--- src/design/lsbm_pkg.sv ---
// ============================================================================
// lsbm_pkg
// Types and constants shared by the latch switched bank mapper.
// ============================================================================
package lsbm_pkg;

    localparam int unsigned ADDR_W   = 16;
    localparam int unsigned DATA_W   = 8;
    localparam int unsigned MAP_W    = 18;
    localparam int unsigned CFG_IDX_W = 2;
    localparam int unsigned CFG_DAT_W = 5;

    typedef enum logic [1:0] {
        MODE_CPU_RD = 2'd0,
        MODE_CPU_WR = 2'd1,
        MODE_PPU_RD = 2'd2,
        MODE_PPU_WR = 2'd3
    } access_mode_t;

    typedef enum logic [2:0] {
        TGT_NONE    = 3'd0,
        TGT_PRG_RAM = 3'd1,
        TGT_PRG_ROM = 3'd2,
        TGT_CHR     = 3'd3,
        TGT_VRAM    = 3'd4
    } target_t;

    // Configuration register indexes. Index 2 (nametable arrangement) only
    // acts through reset, which restores its default, so it is not stored.
    localparam logic [CFG_IDX_W-1:0] CFG_PRG_UNITS = 2'd0;
    localparam logic [CFG_IDX_W-1:0] CFG_CHR_RAM   = 2'd1;

    localparam logic [4:0] PRG_UNITS_RESET = 5'd8;
    localparam logic       VERTICAL_RESET  = 1'b1;

    // CHR latch trigger addresses
    localparam logic [ADDR_W-1:0] LOW_FD_TRIG  = 16'h0FD8;
    localparam logic [ADDR_W-1:0] LOW_FE_TRIG  = 16'h0FE8;
    localparam logic [11:0]       HIGH_FD_ROW  = 12'h1FD;
    localparam logic [11:0]       HIGH_FE_ROW  = 12'h1FE;

    // CPU write decode on address bits 15:12
    localparam logic [3:0] REG_PRG     = 4'hA;
    localparam logic [3:0] REG_LOW_FD  = 4'hB;
    localparam logic [3:0] REG_LOW_FE  = 4'hC;
    localparam logic [3:0] REG_HIGH_FD = 4'hD;
    localparam logic [3:0] REG_HIGH_FE = 4'hE;
    localparam logic [3:0] REG_MIRROR  = 4'hF;

    // CPU window decode on address bits 15:13
    localparam logic [2:0] WIN_PRG_RAM = 3'b011;
    localparam logic [2:0] WIN_PRG_SW  = 3'b100;
    localparam logic [2:0] WIN_FIX_A   = 3'b101;
    localparam logic [2:0] WIN_FIX_C   = 3'b110;
    localparam logic [2:0] WIN_FIX_E   = 3'b111;

    typedef struct packed {
        access_mode_t        mode;
        logic [ADDR_W-1:0]   address;
        logic [DATA_W-1:0]   write_data;
    } item_t;

    typedef struct packed {
        target_t             target;
        logic [MAP_W-1:0]    mapped_address;
    } result_t;

    typedef struct packed {
        logic [4:0] prg_units;
        logic       chr_ram;
        logic [3:0] prg_select;
        logic [4:0] chr_low_fd;
        logic [4:0] chr_low_fe;
        logic [4:0] chr_high_fd;
        logic [4:0] chr_high_fe;
        logic       horiz_mirror;
        logic       low_latch_fd;
        logic       high_latch_fd;
    } map_state_t;

endpackage

--- src/design/lsbm_req_if.sv ---
// ============================================================================
// lsbm_req_if
// Bus access item channel: access kind, address and write byte.
// ============================================================================
interface lsbm_req_if;
    logic                          valid;
    logic                          ready;
    logic [1:0]                    mode;
    logic [lsbm_pkg::ADDR_W-1:0]   address;
    logic [lsbm_pkg::DATA_W-1:0]   write_data;

    modport source (output valid, output mode, output address, output write_data,
                    input ready);
    modport sink   (input valid, input mode, input address, input write_data,
                    output ready);
endinterface

--- src/design/lsbm_rsp_if.sv ---
// ============================================================================
// lsbm_rsp_if
// Translation result channel: target memory and offset.
// ============================================================================
interface lsbm_rsp_if;
    logic                          valid;
    logic                          ready;
    logic [2:0]                    target;
    logic [lsbm_pkg::MAP_W-1:0]    mapped_address;

    modport source (output valid, output target, output mapped_address, input ready);
    modport sink   (input valid, input target, input mapped_address, output ready);
endinterface

--- src/design/lsbm_cfg_if.sv ---
// ============================================================================
// lsbm_cfg_if
// Configuration write channel: register index and data.
// ============================================================================
interface lsbm_cfg_if;
    logic                             valid;
    logic                             ready;
    logic [lsbm_pkg::CFG_IDX_W-1:0]   index;
    logic [lsbm_pkg::CFG_DAT_W-1:0]   data;

    modport source (output valid, output index, output data, input ready);
    modport sink   (input valid, input index, input data, output ready);
endinterface

--- src/design/lsbm_bank_regs.sv ---
// ============================================================================
// lsbm_bank_regs
// Configuration, bank select registers, mirroring and the two CHR latches.
// ============================================================================
module lsbm_bank_regs (
    input  logic                                clk,
    input  logic                                rst_n,
    input  logic                                cfg_we,
    input  logic [lsbm_pkg::CFG_IDX_W-1:0]      cfg_index,
    input  logic [lsbm_pkg::CFG_DAT_W-1:0]      cfg_data,
    input  logic                                accept,
    input  lsbm_pkg::item_t                     item,
    output lsbm_pkg::map_state_t                state
);
    import lsbm_pkg::*;

    map_state_t state_reg;
    map_state_t state_next;
    logic [3:0] wr_sel;

    assign wr_sel = item.address[15:12];

    always_comb
    begin
        state_next = state_reg;
        if (cfg_we)
        begin
            if (cfg_index == CFG_PRG_UNITS)
            begin
                state_next.prg_units = cfg_data;
            end
            else if (cfg_index == CFG_CHR_RAM)
            begin
                state_next.chr_ram = cfg_data[0];
            end
        end
        if (accept)
        begin
            if (item.mode == MODE_CPU_WR)
            begin
                unique case (wr_sel)
                    REG_PRG:     state_next.prg_select   = item.write_data[3:0];
                    REG_LOW_FD:  state_next.chr_low_fd   = item.write_data[4:0];
                    REG_LOW_FE:  state_next.chr_low_fe   = item.write_data[4:0];
                    REG_HIGH_FD: state_next.chr_high_fd  = item.write_data[4:0];
                    REG_HIGH_FE: state_next.chr_high_fe  = item.write_data[4:0];
                    REG_MIRROR:  state_next.horiz_mirror = item.write_data[0];
                    default:     ;
                endcase
            end
            else if (item.mode == MODE_PPU_RD)
            begin
                // low half triggers on exact address, high half on 8-byte rows
                if (item.address == LOW_FD_TRIG)
                begin
                    state_next.low_latch_fd = 1'b1;
                end
                else if (item.address == LOW_FE_TRIG)
                begin
                    state_next.low_latch_fd = 1'b0;
                end
                if (item.address[15:4] == HIGH_FD_ROW && item.address[3])
                begin
                    state_next.high_latch_fd = 1'b1;
                end
                else if (item.address[15:4] == HIGH_FE_ROW && item.address[3])
                begin
                    state_next.high_latch_fd = 1'b0;
                end
            end
        end
    end

    always_ff @(posedge clk or negedge rst_n)
    begin
        if (!rst_n)
        begin
            state_reg.prg_units     <= PRG_UNITS_RESET;
            state_reg.chr_ram       <= 1'b0;
            state_reg.prg_select    <= '0;
            state_reg.chr_low_fd    <= '0;
            state_reg.chr_low_fe    <= '0;
            state_reg.chr_high_fd   <= '0;
            state_reg.chr_high_fe   <= '0;
            state_reg.horiz_mirror  <= ~VERTICAL_RESET;
            state_reg.low_latch_fd  <= 1'b0;
            state_reg.high_latch_fd <= 1'b0;
        end
        else
        begin
            state_reg <= state_next;
        end
    end

    assign state = state_reg;

endmodule

--- src/design/lsbm_translate.sv ---
// ============================================================================
// lsbm_translate
// Maps one bus access to a target memory and offset from current bank state.
// ============================================================================
module lsbm_translate (
    input  lsbm_pkg::item_t        item,
    input  lsbm_pkg::map_state_t   state,
    output lsbm_pkg::result_t      result
);
    import lsbm_pkg::*;

    logic [ADDR_W-1:0] a;
    logic [4:0]        last_bank;
    logic [4:0]        fix_bank;
    logic [4:0]        chr_bank;
    logic [10:0]       nt_addr;
    logic              win_ok;

    assign a = item.address;
    // last 8 KB bank of ROM, wrapping over 32 banks
    assign last_bank = {state.prg_units[3:0], 1'b0} - 5'd1;

    always_comb
    begin
        unique case (a[14:13])
            2'b01:   fix_bank = last_bank - 5'd2;
            2'b10:   fix_bank = last_bank - 5'd1;
            default: fix_bank = last_bank;
        endcase
    end

    assign chr_bank = a[12]
        ? (state.high_latch_fd ? state.chr_high_fd : state.chr_high_fe)
        : (state.low_latch_fd  ? state.chr_low_fd  : state.chr_low_fe);

    assign nt_addr = {(state.horiz_mirror ? a[11] : a[10]), a[9:0]};
    assign win_ok  = (a[15:13] == 3'b000);

    always_comb
    begin
        result.target         = TGT_NONE;
        result.mapped_address = '0;
        unique case (item.mode)
            MODE_CPU_RD:
            begin
                unique case (a[15:13])
                    WIN_PRG_RAM:
                    begin
                        result.target         = TGT_PRG_RAM;
                        result.mapped_address = {5'd0, a[12:0]};
                    end
                    WIN_PRG_SW:
                    begin
                        result.target         = TGT_PRG_ROM;
                        result.mapped_address = {1'b0, state.prg_select, a[12:0]};
                    end
                    WIN_FIX_A, WIN_FIX_C, WIN_FIX_E:
                    begin
                        result.target         = TGT_PRG_ROM;
                        result.mapped_address = {fix_bank, a[12:0]};
                    end
                    default: ;
                endcase
            end
            MODE_CPU_WR:
            begin
                if (a[15:13] == WIN_PRG_RAM)
                begin
                    result.target         = TGT_PRG_RAM;
                    result.mapped_address = {5'd0, a[12:0]};
                end
            end
            MODE_PPU_RD:
            begin
                if (win_ok)
                begin
                    result.target         = TGT_CHR;
                    result.mapped_address = {1'b0, chr_bank, a[11:0]};
                end
                else
                begin
                    result.target         = TGT_VRAM;
                    result.mapped_address = {7'd0, nt_addr};
                end
            end
            MODE_PPU_WR:
            begin
                if (win_ok)
                begin
                    if (state.chr_ram)
                    begin
                        result.target         = TGT_CHR;
                        result.mapped_address = {5'd0, a[12:0]};
                    end
                end
                else
                begin
                    result.target         = TGT_VRAM;
                    result.mapped_address = {7'd0, nt_addr};
                end
            end
        endcase
    end

endmodule

--- src/design/lsbm_out_buf.sv ---
// ============================================================================
// lsbm_out_buf
// Result register with a skid stage so input can keep flowing under stall.
// ============================================================================
module lsbm_out_buf (
    input  logic                  clk,
    input  logic                  rst_n,
    input  logic                  load,
    input  lsbm_pkg::result_t     load_data,
    output logic                  load_ready,
    output logic                  out_valid,
    input  logic                  out_ready,
    output lsbm_pkg::result_t     out_data,
    output logic                  skid_busy
);
    import lsbm_pkg::*;

    logic    out_valid_reg;
    logic    out_valid_next;
    logic    skid_valid_reg;
    logic    skid_valid_next;
    result_t out_data_reg;
    result_t out_data_next;
    result_t skid_data_reg;
    result_t skid_data_next;

    always_comb
    begin
        out_valid_next  = out_valid_reg;
        skid_valid_next = skid_valid_reg;
        out_data_next   = out_data_reg;
        skid_data_next  = skid_data_reg;
        if (!out_valid_reg || out_ready)
        begin
            if (skid_valid_reg)
            begin
                out_data_next   = skid_data_reg;
                out_valid_next  = 1'b1;
                skid_valid_next = 1'b0;
            end
            else
            begin
                out_data_next  = load_data;
                out_valid_next = load;
            end
        end
        else if (load)
        begin
            skid_data_next  = load_data;
            skid_valid_next = 1'b1;
        end
    end

    always_ff @(posedge clk or negedge rst_n)
    begin
        if (!rst_n)
        begin
            out_valid_reg  <= 1'b0;
            skid_valid_reg <= 1'b0;
        end
        else
        begin
            out_valid_reg  <= out_valid_next;
            skid_valid_reg <= skid_valid_next;
        end
    end

    always_ff @(posedge clk)
    begin
        out_data_reg  <= out_data_next;
        skid_data_reg <= skid_data_next;
    end

    assign load_ready = ~skid_valid_reg;
    assign out_valid  = out_valid_reg;
    assign out_data   = out_data_reg;
    assign skid_busy  = skid_valid_reg;

endmodule

--- src/design/latch_switched_bank_mapper.sv ---
// ============================================================================
// latch_switched_bank_mapper
// Latch switched cartridge bank mapper: translates CPU/PPU bus accesses.
//
//   channel | dir | handshake   | payload
//   --------+-----+-------------+----------------------------------------
//   cfg     | in  | valid/ready | index, data (always ready)
//   req     | in  | valid/ready | mode, address, write_data
//   rsp     | out | valid/ready | target, mapped_address
//
// One item per cycle while req.ready is high; each accepted item's result is registered.
// Bank registers and CHR latches update at the accepting edge, so the next
// item in the following cycle already sees them.
// A skid stage behind the result register keeps req ready for one item
// while rsp is stalled; req.ready drops only when that stage is full.
// Reset clears banks and latches (FE selected) and restores configuration.
// ============================================================================
module latch_switched_bank_mapper (
    input  logic         clk,
    input  logic         rst_n,
    lsbm_cfg_if.sink     cfg,
    lsbm_req_if.sink     req,
    lsbm_rsp_if.source   rsp
);
    import lsbm_pkg::*;

    item_t      item;
    map_state_t state;
    result_t    result;
    result_t    rsp_data;
    logic       req_accept;
    logic       load_ready;
    logic       skid_busy;

    assign item.mode       = access_mode_t'(req.mode);
    assign item.address    = req.address;
    assign item.write_data = req.write_data;

    assign req.ready  = load_ready;
    assign req_accept = req.valid && load_ready;
    assign cfg.ready  = 1'b1;

    lsbm_bank_regs u_regs (
        .clk       (clk),
        .rst_n     (rst_n),
        .cfg_we    (cfg.valid),
        .cfg_index (cfg.index),
        .cfg_data  (cfg.data),
        .accept    (req_accept),
        .item      (item),
        .state     (state)
    );

    lsbm_translate u_xlate (
        .item   (item),
        .state  (state),
        .result (result)
    );

    lsbm_out_buf u_obuf (
        .clk        (clk),
        .rst_n      (rst_n),
        .load       (req_accept),
        .load_data  (result),
        .load_ready (load_ready),
        .out_valid  (rsp.valid),
        .out_ready  (rsp.ready),
        .out_data   (rsp_data),
        .skid_busy  (skid_busy)
    );

    assign rsp.target         = rsp_data.target;
    assign rsp.mapped_address = rsp_data.mapped_address;

    // skid stage never holds an item unless the result register does too
    a_skid_behind_out: assert property (@(posedge clk) disable iff (!rst_n)
        skid_busy |-> rsp.valid)
        else $error("skid stage full while result register empty");

    a_accept_shows: assert property (@(posedge clk) disable iff (!rst_n)
        req_accept |=> rsp.valid)
        else $error("accepted item produced no result");

    a_prg_write: assert property (@(posedge clk) disable iff (!rst_n)
        (req_accept && item.mode == MODE_CPU_WR && req.address[15:12] == REG_PRG)
        |=> state.prg_select == $past(req.write_data[3:0]))
        else $error("PRG bank register not loaded");

    a_low_latch: assert property (@(posedge clk) disable iff (!rst_n)
        !$stable(state.low_latch_fd) |->
        $past(req_accept && item.mode == MODE_PPU_RD
              && (req.address == LOW_FD_TRIG || req.address == LOW_FE_TRIG)))
        else $error("low CHR latch moved without a trigger fetch");

endmodule

--- src/flat_wrapper.sv ---
// flat-port wrapper written by rule: the top's interface ports become plain ports
module latch_switched_bank_mapper_flat import lsbm_pkg::*;
  (clk, rst_n, cfg_valid, cfg_index, cfg_data, cfg_ready, req_valid, req_mode, req_address, req_write_data, req_ready, rsp_valid, rsp_target, rsp_mapped_address, rsp_ready);
  lsbm_cfg_if cfg_i ();
  lsbm_req_if req_i ();
  lsbm_rsp_if rsp_i ();
  input  logic clk;
  input  logic rst_n;
  input wire logic [$bits(cfg_i.valid)-1:0] cfg_valid;
  input wire logic [$bits(cfg_i.index)-1:0] cfg_index;
  input wire logic [$bits(cfg_i.data)-1:0] cfg_data;
  output wire logic [$bits(cfg_i.ready)-1:0] cfg_ready;
  input wire logic [$bits(req_i.valid)-1:0] req_valid;
  input wire logic [$bits(req_i.mode)-1:0] req_mode;
  input wire logic [$bits(req_i.address)-1:0] req_address;
  input wire logic [$bits(req_i.write_data)-1:0] req_write_data;
  output wire logic [$bits(req_i.ready)-1:0] req_ready;
  output wire logic [$bits(rsp_i.valid)-1:0] rsp_valid;
  output wire logic [$bits(rsp_i.target)-1:0] rsp_target;
  output wire logic [$bits(rsp_i.mapped_address)-1:0] rsp_mapped_address;
  input wire logic [$bits(rsp_i.ready)-1:0] rsp_ready;
  assign cfg_i.valid = cfg_valid;
  assign cfg_i.index = cfg_index;
  assign cfg_i.data = cfg_data;
  assign cfg_ready = cfg_i.ready;
  assign req_i.valid = req_valid;
  assign req_i.mode = req_mode;
  assign req_i.address = req_address;
  assign req_i.write_data = req_write_data;
  assign req_ready = req_i.ready;
  assign rsp_valid = rsp_i.valid;
  assign rsp_target = rsp_i.target;
  assign rsp_mapped_address = rsp_i.mapped_address;
  assign rsp_i.ready = rsp_ready;
  latch_switched_bank_mapper u_core (.clk(clk), .rst_n(rst_n), .cfg(cfg_i), .req(req_i), .rsp(rsp_i));
endmodule
--- config.mk ---
export PLATFORM = sky130hd
export DESIGN_NAME = latch_switched_bank_mapper_flat
export DESIGN_NICKNAME = d
export VERILOG_FILES = /design/src/design/lsbm_pkg.sv /design/src/design/lsbm_req_if.sv /design/src/design/lsbm_rsp_if.sv /design/src/design/lsbm_cfg_if.sv /design/src/design/lsbm_bank_regs.sv /design/src/design/lsbm_translate.sv /design/src/design/lsbm_out_buf.sv /design/src/design/latch_switched_bank_mapper.sv /design/src/flat_wrapper.sv
export SDC_FILE = /design/constraint.sdc
export NUM_CORES = 1
export LEC_CHECK = 0
export BUFFER_PORTS_ARGS = -buffer_cell sky130_fd_sc_hd__buf_2
export CAP_MARGIN = 20
export CORE_AREA = 8 8 139 76
export CTS_CLUSTER_DIAMETER = 100
export DETAILED_ROUTE_END_ITERATION = 6
export DIE_AREA = 0 0 147 84
export MAX_ROUTING_LAYER = met4
export PLACE_DENSITY_LB_ADDON = 0.25
export SYNTH_ARGS = -nofsm -noshare
export SYNTH_HDL_FRONTEND = slang
export SYNTH_SLANG_ARGS = --single-unit
--- constraint.sdc ---
create_clock -name clk -period 2.5 [get_ports clk]
set_clock_uncertainty 0.1 [all_clocks]
set_input_delay 0.375 -clock clk [delete_from_list [all_inputs] [get_ports clk]]
set_output_delay 0.375 -clock clk [all_outputs]
set_load 0.05 [all_outputs]
# Yosys cells after proc, flatten, opt, wreduce, memory -nomap -nowiden
# Index checks and enable logic that the tools add are counted.
[totals] regBits=76 output_inout_bits=24 mem_count=0 ram_bits=0 mem_bits_ro=0 latch_bits=0
[classes] n_shift=0 div_mod_pow=0 bitwise_logic=4 muxes=19 reduce_logical=23 n_addsub=3 n_lt_le_gt_ge=0 eq_ne=21 mul=0
[ops] operator="one-hot mux 21 bit (4 select lines)" count=1
[ops] operator="two-way mux 21 bit" count=3
[ops] operator="one-hot mux 20 bit (3 select lines)" count=1
[ops] operator="== test 16 x 12 -> 1 bit, second input constant" count=2
[ops] operator="== test 12 x 9 -> 1 bit, second input constant" count=2
[ops] operator="== test 4 bit, second input constant" count=6
[ops] operator="AND reduction 3 bit" count=7
[ops] operator="two-way mux 20 bit" count=1
[ops] operator="two-way mux 19 bit" count=1
[ops] operator="two-way mux 5 bit" count=3
[ops] operator="== test 3 bit, second input constant" count=4
[ops] operator="one-hot mux 5 bit (2 select lines)" count=1
[ops] operator="subtractor 5 x 1 -> 5 bit, second input constant" count=2
[ops] operator="two-way mux 1 bit" count=8
[ops] operator="AND reduction 4 bit" count=2
[ops] operator="== test 2 x 1 -> 1 bit, second input constant" count=3
[ops] operator="== test 2 bit, second input constant" count=3
[ops] operator="nonzero test 2 bit" count=3
[ops] operator="subtractor 5 x 2 -> 5 bit, second input constant" count=1
[ops] operator="zero test 2 bit" count=2
[ops] operator="NOT 1 bit" count=4
[ops] operator="AND reduction 2 bit" count=2
[ops] operator="== test 3 x 2 -> 1 bit, second input constant" count=1
[ops] operator="logical AND 1 bit" count=3
[ops] operator="4 further kinds" count=4

# Logic depth before layout (Yosys ltp)
# Gate-level depths: netlist of the first run.
[depth] word_depth=6 mapped_depth=8

# By module
# From an unflattened synthesis of the first run, not the netlist that was laid out.
[hier_totals] hier_cells=287 hier_area_um2=3857.4
[modules_own_cells] mod="lsbm_out_buf" cells_per_inst=74 instances=1 area_each_um2=1599.0
[modules_own_cells] mod="lsbm_bank_regs" cells_per_inst=91 instances=1 area_each_um2=1370.1
[modules_own_cells] mod="lsbm_translate" cells_per_inst=119 instances=1 area_each_um2=870.8
[modules_own_cells] mod="latch_switched_bank_mapper" cells_per_inst=3 instances=1 area_each_um2=17.5

# Least setup slack after synthesis of the first run
# No wires, ideal clock.
[synth_path] kind="register -> register" start="register u_core.u_obuf.out_valid_reg (netlist: u_core.u_obuf.out_valid)" end="register u_core.u_obuf.skid_data_reg[0] (netlist bit), enable pin" synth_period_minus_slack_ps=2753 t_required_ps=2001 setup_slack_ps=-253 stages_incl_launch_ff=3 n_path_buf=0 arrival_ps=2255 cell_sequence="dfrtp_1 -> nand2b_1 -> nor2_1"
[synth_via] elab_chain_len=4
[synth_rtl] element="start: declaration" line_no="lsbm_out_buf.sv:18" rtl="logic out_valid_reg;"
[synth_rtl] element="start signal: assignment" line_no="lsbm_out_buf.sv:63" rtl="out_valid_reg <= out_valid_next;"
[synth_rtl] element="zero test 1 bit" line_no="lsbm_out_buf.sv:33" rtl="if (!out_valid_reg || out_ready)"
[synth_rtl] element="logical OR 1 bit" line_no="lsbm_out_buf.sv:33"
[synth_rtl] element="NOT 1 bit (no line)"
[synth_rtl] element="AND reduction 2 bit (no line)"
[synth_rtl] element="end signal: assignment" line_no="lsbm_out_buf.sv:71" rtl="skid_data_reg <= skid_data_next;"
[synth_rtl] element="end: declaration" line_no="lsbm_out_buf.sv:24" rtl="result_t skid_data_reg;"
# No other way between the ends.
# A chain may end at the register's enable or synchronous reset.

==> run metrics, run 1 <==
post-synthesis compound-gate area fraction 0.0760; CTS Buffer Depth 2; NumNets Final 401; Static Leakage 0.00201 µW; Crit Path Max Fanout 8; # fillers 736; Yosys reg bits 76; Crit. Startpoint u_core.u_regs.state[28]$_DFFE_PN0P_; maximum VDD drop 0.000365 V; Final Max Tran Viols 0; PD cells 745 nW/µm²; Max-cap violations 0; RSZ-0062 raised after global routing false; Post-synth EDFFs 42; Reg2Reg Setup Slack 200 ps; xor and xnor area share after synthesis 0.00467; cts hold-fix bufs 0; critical path type reg2reg; hpwl dp 6080 µm; multiplexer share of the synthesized area 0.180; routed vias 2471; CP max stage delay 460 ps; Critical Path Sink u_core.u_obuf.out_data[16]$_DFFE_PN_; Synthesis Warnings 0; Main synth FF type edfxtp_1; post-layout util 0.535; WP data arrival 2290 ps; r2r endpoint u_core.u_obuf.out_data[16]$_DFFE_PN_; Core Area 8530 µm²; largest net degree at the start of global routing 35; CTS buffer count 9; Post-synth ARST share 0.447; CP Capture Type flip-flop; post-CTS sizing 0; post-route ant nets 0; WL per Instance 16.5 µm; Slew HR 0.506; row cnt 24; TritonCTS clock tree built; Synth Area in Adders 0.0233; CTS root buffer clkbuf_16; n_diodes 0; Post-route DRC 0; critical path depth 7; Multi-input gate area 1570 µm²; min cycle time layout 2300 ps; layout cell share with drive strength beyond 1 0.407; clock sink count 76; total gr overflow 0; worst hold path class in2async; worst slew pin tran 742 ps; I/O pins 62; syn_area_per_cell 13.3 µm²; main combinational cell family by area after synthesis multiplexers; htree depth 3; Reg area 2110 µm²; setup TNS 0 ps; Synth Instances 282; vias per inst 5.17; Layout area overhead 21.5%; register area share after synthesis 0.563; die area 12300 µm²; Bufs and invs on worst path 1; Cell Chain, Critical Path inv_1 > ha_1 > xnor2_1 > mux2i_1 > a221oi_1 > o31ai_1 > mux2_2; vias in the first global route 2584; Die Y-Extent 84 µm; Hold Fails Final Rpt 0; FF-to-FF path depth 7; initial DRC count 90; clock transition at the registers of the reported paths 60 ps; CP Launch Type flip-flop; fin crit share 0.918; number of library cell types mapped by synthesis 48; final wirelength 7880 µm; WHS 0.258 ps; simple-gate share of the synthesized area 0.131; aggregate global-route resource usage 0.137; Die Wd 147 µm; gp weighted congestion 0.824; Netlist Area Pre-Place 3750 µm²; DRT Pass-1 Iters 5; Post-Syn Nets 327; initial antenna violation count 0; first-pass GRT wire length 13000 µm; status completed; number of flip-flops in the largest register 32; setup bufs post-CTS 0; IO buf count 56; cell family with most CP delay flip-flops; reg2reg start u_core.u_regs.state[28]$_DFFE_PN0P_; Starting Density 0.440; Critical Path RT 2490 ps; Skew-Pair Late Insertion Delay 340 ps; count of final setup violators 0; Max Fclk 436 MHz; CP max-delay cell dfrtp_1
-- worst register-to-register path: cells and delay by family, from the launching register on --
family	cells	cell delay [ps]
buffers and inverters	1	110
DFF	1	460
adders and majority gates	1	220
AOI/OAI and AO/OA	2	390
xor gates and xnor gates	1	340
muxes	2	430
-- layer usage --
metal / track usage / vias up / wire length, µm
li1: - / 1199 / -
met1: 0.150 / 1206 / 3520
met2: 0.220 / 54 / 3780
met3: 0.0471 / 12 / 421
met4: 0.0680 / 0 / 167
met5: - / - / 0
-- how the worst min path moves through the flow --
stage | to | slack (ps)
after global routing | u_core.u_regs.state[12]$_DFFE_PN0P_ | 60
after global placement | u_core.u_regs.state[7]$_DFFE_PN0P_ | 370
after floorplan | u_core.u_obuf.out_valid$_DFFE_PN0N_ | -20
final | u_core.u_regs.state[7]$_DFFE_PN0P_ | 0.3
after detailed placement | u_core.u_regs.state[12]$_DFFE_PN0P_ | 380
after CTS | u_core.u_regs.state[1]$_DFFE_PN0P_ | 30
-- cell usage in the layout, fill, tap and decap left out, types with 5 or more instances in the layout --
master / n
mux2i_1: 9
a21oi_1: 8
inv_1: 8
nor2b_1: 7
o21ai_0: 5
o21ai_1: 5
edfxtp_1: 42
nand2_1: 16
mux2_4: 9
and2_4: 9
dfrtp_1: 33
nand2b_1: 6
clkbuf_16: 9
ha_1: 7
buf_2: 56
mux2_1: 8
nor2_1: 10
buf_4: 17
mux2_2: 32
-- synth_stat cells, drive strengths merged, types with 3 or more instances --
cell type	count	share of area
nor2b	7	0.012
nand2	16	0.016
inv	9	0.0090
ha	7	0.023
buf	4	0.0060
o31ai	3	0.0060
nand2b	6	0.010
dfrtp	33	0.22
o21ai	10	0.013
clkbuf	6	0.0060
nor2	11	0.011
nand4	4	0.0067
and2	13	0.028
a21oi	8	0.011
mux2i	9	0.024
nor3	6	0.012
a22o	4	0.0093
nand3	5	0.010
a31oi	4	0.0067
a211oi	4	0.0080
edfxtp	42	0.34
mux2	49	0.16
-- cells by family (layout without fill, tap and decap cells) --
kind of cell	after synthesis	after routing
buffers and inverters	19	98
muxes	58	58
adders and majority gates	7	7
xor gates and xnor gates	2	2
AOI/OAI and AO/OA	41	41
DFF	76	76
and+or+nand+nor	78	78
other	1	1
-- report_power, final --
part	switching [µW]	internal (µW)	leakage (µW)
clock network	478	802	0.000140
logic	368	235	0.00102
registers	54.5	1460	0.000851
total	900	2500	0.00201
-- area by class of cell --
cell class / instances / area share
multi-input cells: 187 / 0.343
repair buffers: 73 / 0.0894
clock buffers: 13 / 0.0548
flip-flops and latches: 76 / 0.463
clock inverters: 3 / 0.0101
inverters: 9 / 0.00740
well taps: 117 / 0.0321
-- through the flow --
stage / total power [µW] / setup slack, ps / instance area [µm²] / instances
floorplan: 1970 / 75.5 / 3760 / 282
global placement: 2120 / 121 / 4270 / 462
detailed placement: 2150 / 63.0 / 4270 / 462
CTS: 3440 / 185 / 4560 / 478
global route: 3540 / 35.8 / 4560 / 478
finish: 3400 / 205 / 4560 / 478
Note: power is estimated with default switching activity, not from simulation.
==> run 2, diff against run 1 <==
- RECOVER_POWER: not set -> 50
==> run metrics, run 2 (synthesis results as in run 1) <==
status complete, but fails checks; failing checks capacitance limit, slew limit; final wirelength 7930 µm; Layout area overhead 20.4%; reg2reg start u_core.u_regs.state[28]$_DFFE_PN0P_; CP max stage delay 470 ps; CTS root buffer clkbuf_16; first-pass GRT wire length 13000 µm; CTS Buffer Depth 2; DRT Pass-1 Iters 4; vias in the first global route 2584; Post-route DRC 0; WP data arrival 2300 ps; count of final setup violators 0; r2r endpoint u_core.u_obuf.out_data[16]$_DFFE_PN_; gp weighted congestion 0.824; die area 12300 µm²; FF-to-FF path depth 7; critical path type reg2reg; worst hold path class in2reg; Critical Path Sink u_core.u_obuf.out_data[16]$_DFFE_PN_; htree depth 3; maximum VDD drop 0.000358 V; critical path depth 7; WL per Instance 16.6 µm; min cycle time layout 2300 ps; Final Max Tran Viols 35; CP Capture Type flip-flop; Skew-Pair Late Insertion Delay 340 ps; commonest non-fill, non-tap cell in the layout edfxtp_1; PD cells 749 nW/µm²; DP Area 4270 µm²; initial DRC count 98; cell family with most CP delay flip-flops; pre-CTS setup slack 63.0 ps; I/O pins 62; Starting Density 0.440; PnR worst setup slack 195 ps; Bufs and invs on worst path 1; TritonCTS clock tree built; NumNets Final 401; Design Power 3390 µW; row cnt 24; number of flip-flops in the largest register 32; hpwl dp 6080 µm; RSZ-0062 raised after global routing false; final cell count without fillers 478; Die Y-Extent 84 µm; clock sink count 76; clock transition at the registers of the reported paths 60 ps; CP max-delay cell dfrtp_1; layout cell share with drive strength beyond 1 0.335; total gr overflow 0; Core Area 8530 µm²; Reg2Reg Setup Slack 200 ps; CTS buffer count 9; Max-cap violations 1; Static Leakage 0.00193 µW; commonest non-fill, non-tap cells in the layout edfxtp_1 (42), buf_2 (34), dfrtp_1 (33); worst slew pin tran 1780 ps; setup TNS 0 ps; initial antenna violation count 0; Design Area, Final 4520 µm²; post-route ant nets 0; Cell Chain, Critical Path inv_1 > ha_1 > xnor2_1 > mux2i_1 > a221oi_1 > o31ai_1 > mux2_2; routed vias 2483; CP Launch Type flip-flop; cts hold-fix bufs 0; setup bufs post-CTS 0; post-CTS sizing 0; Slew HR -0.187; Crit Path Max Fanout 8; Die Wd 147 µm; Max Fclk 434 MHz; cell count after placement 462; vias per inst 5.19; fin crit share 0.922; Hold Fails Final Rpt 0; IO buf count 56; # fillers 743; largest net degree at the start of global routing 35; n_diodes 0; Critical Path RT 2490 ps; Crit. Startpoint u_core.u_regs.state[28]$_DFFE_PN0P_; aggregate global-route resource usage 0.137
run 2: power breakdown:
group / internal [µW] / switching (µW)
combinational: 222 / 368
sequential: 1460 / 56.0
clock: 802 / 477
run 2: how the worst min path moves through the flow:
stage,startpoint,end,slack (ps),depth (start not counted)
after floorplan,rst_n,u_core.u_obuf.out_valid$_DFFE_PN0N_,-20,0
after CTS,rst_n,u_core.u_regs.state[1]$_DFFE_PN0P_,30,1
after detailed placement,u_core.u_regs.state[12]$_DFFE_PN0P_,u_core.u_regs.state[12]$_DFFE_PN0P_,380,1
final,cfg_data[1],u_core.u_regs.state[29]$_DFFE_PN0P_,150,3
after global placement,rst_n,u_core.u_regs.state[7]$_DFFE_PN0P_,370,1
after global routing,cfg_data[1],u_core.u_regs.state[29]$_DFFE_PN0P_,150,3
run 2: stage by stage:
step	hold WS, ps	utilization
after floorplan	-20.6	-
after global placement	365	0.500
after detailed placement	378	0.500
after CTS	29.3	0.535
after global routing	152	0.530
final	145	0.530
run 2: metal layers:
layer | share of wire | GRT usage | up-vias | routed length, µm
li1 | - | - | 1199 | -
met1 | 0.45 | 0.150 | 1213 | 3540
met2 | 0.48 | 0.220 | 58 | 3790
met3 | 0.054 | 0.0471 | 13 | 426
met4 | 0.022 | 0.0680 | 0 | 171
met5 | 0 | - | - | 0
run 2: cell type report:
| type | count | area [µm²] | area share |
|---|---|---|---|
| clock buffer | 13 | 250 | 0.0553 |
| clock inverter | 3 | 46.3 | 0.0102 |
| inverter | 9 | 33.8 | 0.00747 |
| multi-input combinational | 187 | 1560 | 0.346 |
| sequential | 76 | 2110 | 0.467 |
| tap | 117 | 146 | 0.0324 |
| timing repair buffer | 73 | 369 | 0.0816 |
run 2: worst register-to-register path: stages (launching register included):
cell	delay [ps]
dfrtp_1	470
inv_1	120
ha_1	220
xnor2_1	340
mux2i_1	150
a221oi_1	260
o31ai_1	130
mux2_2	280
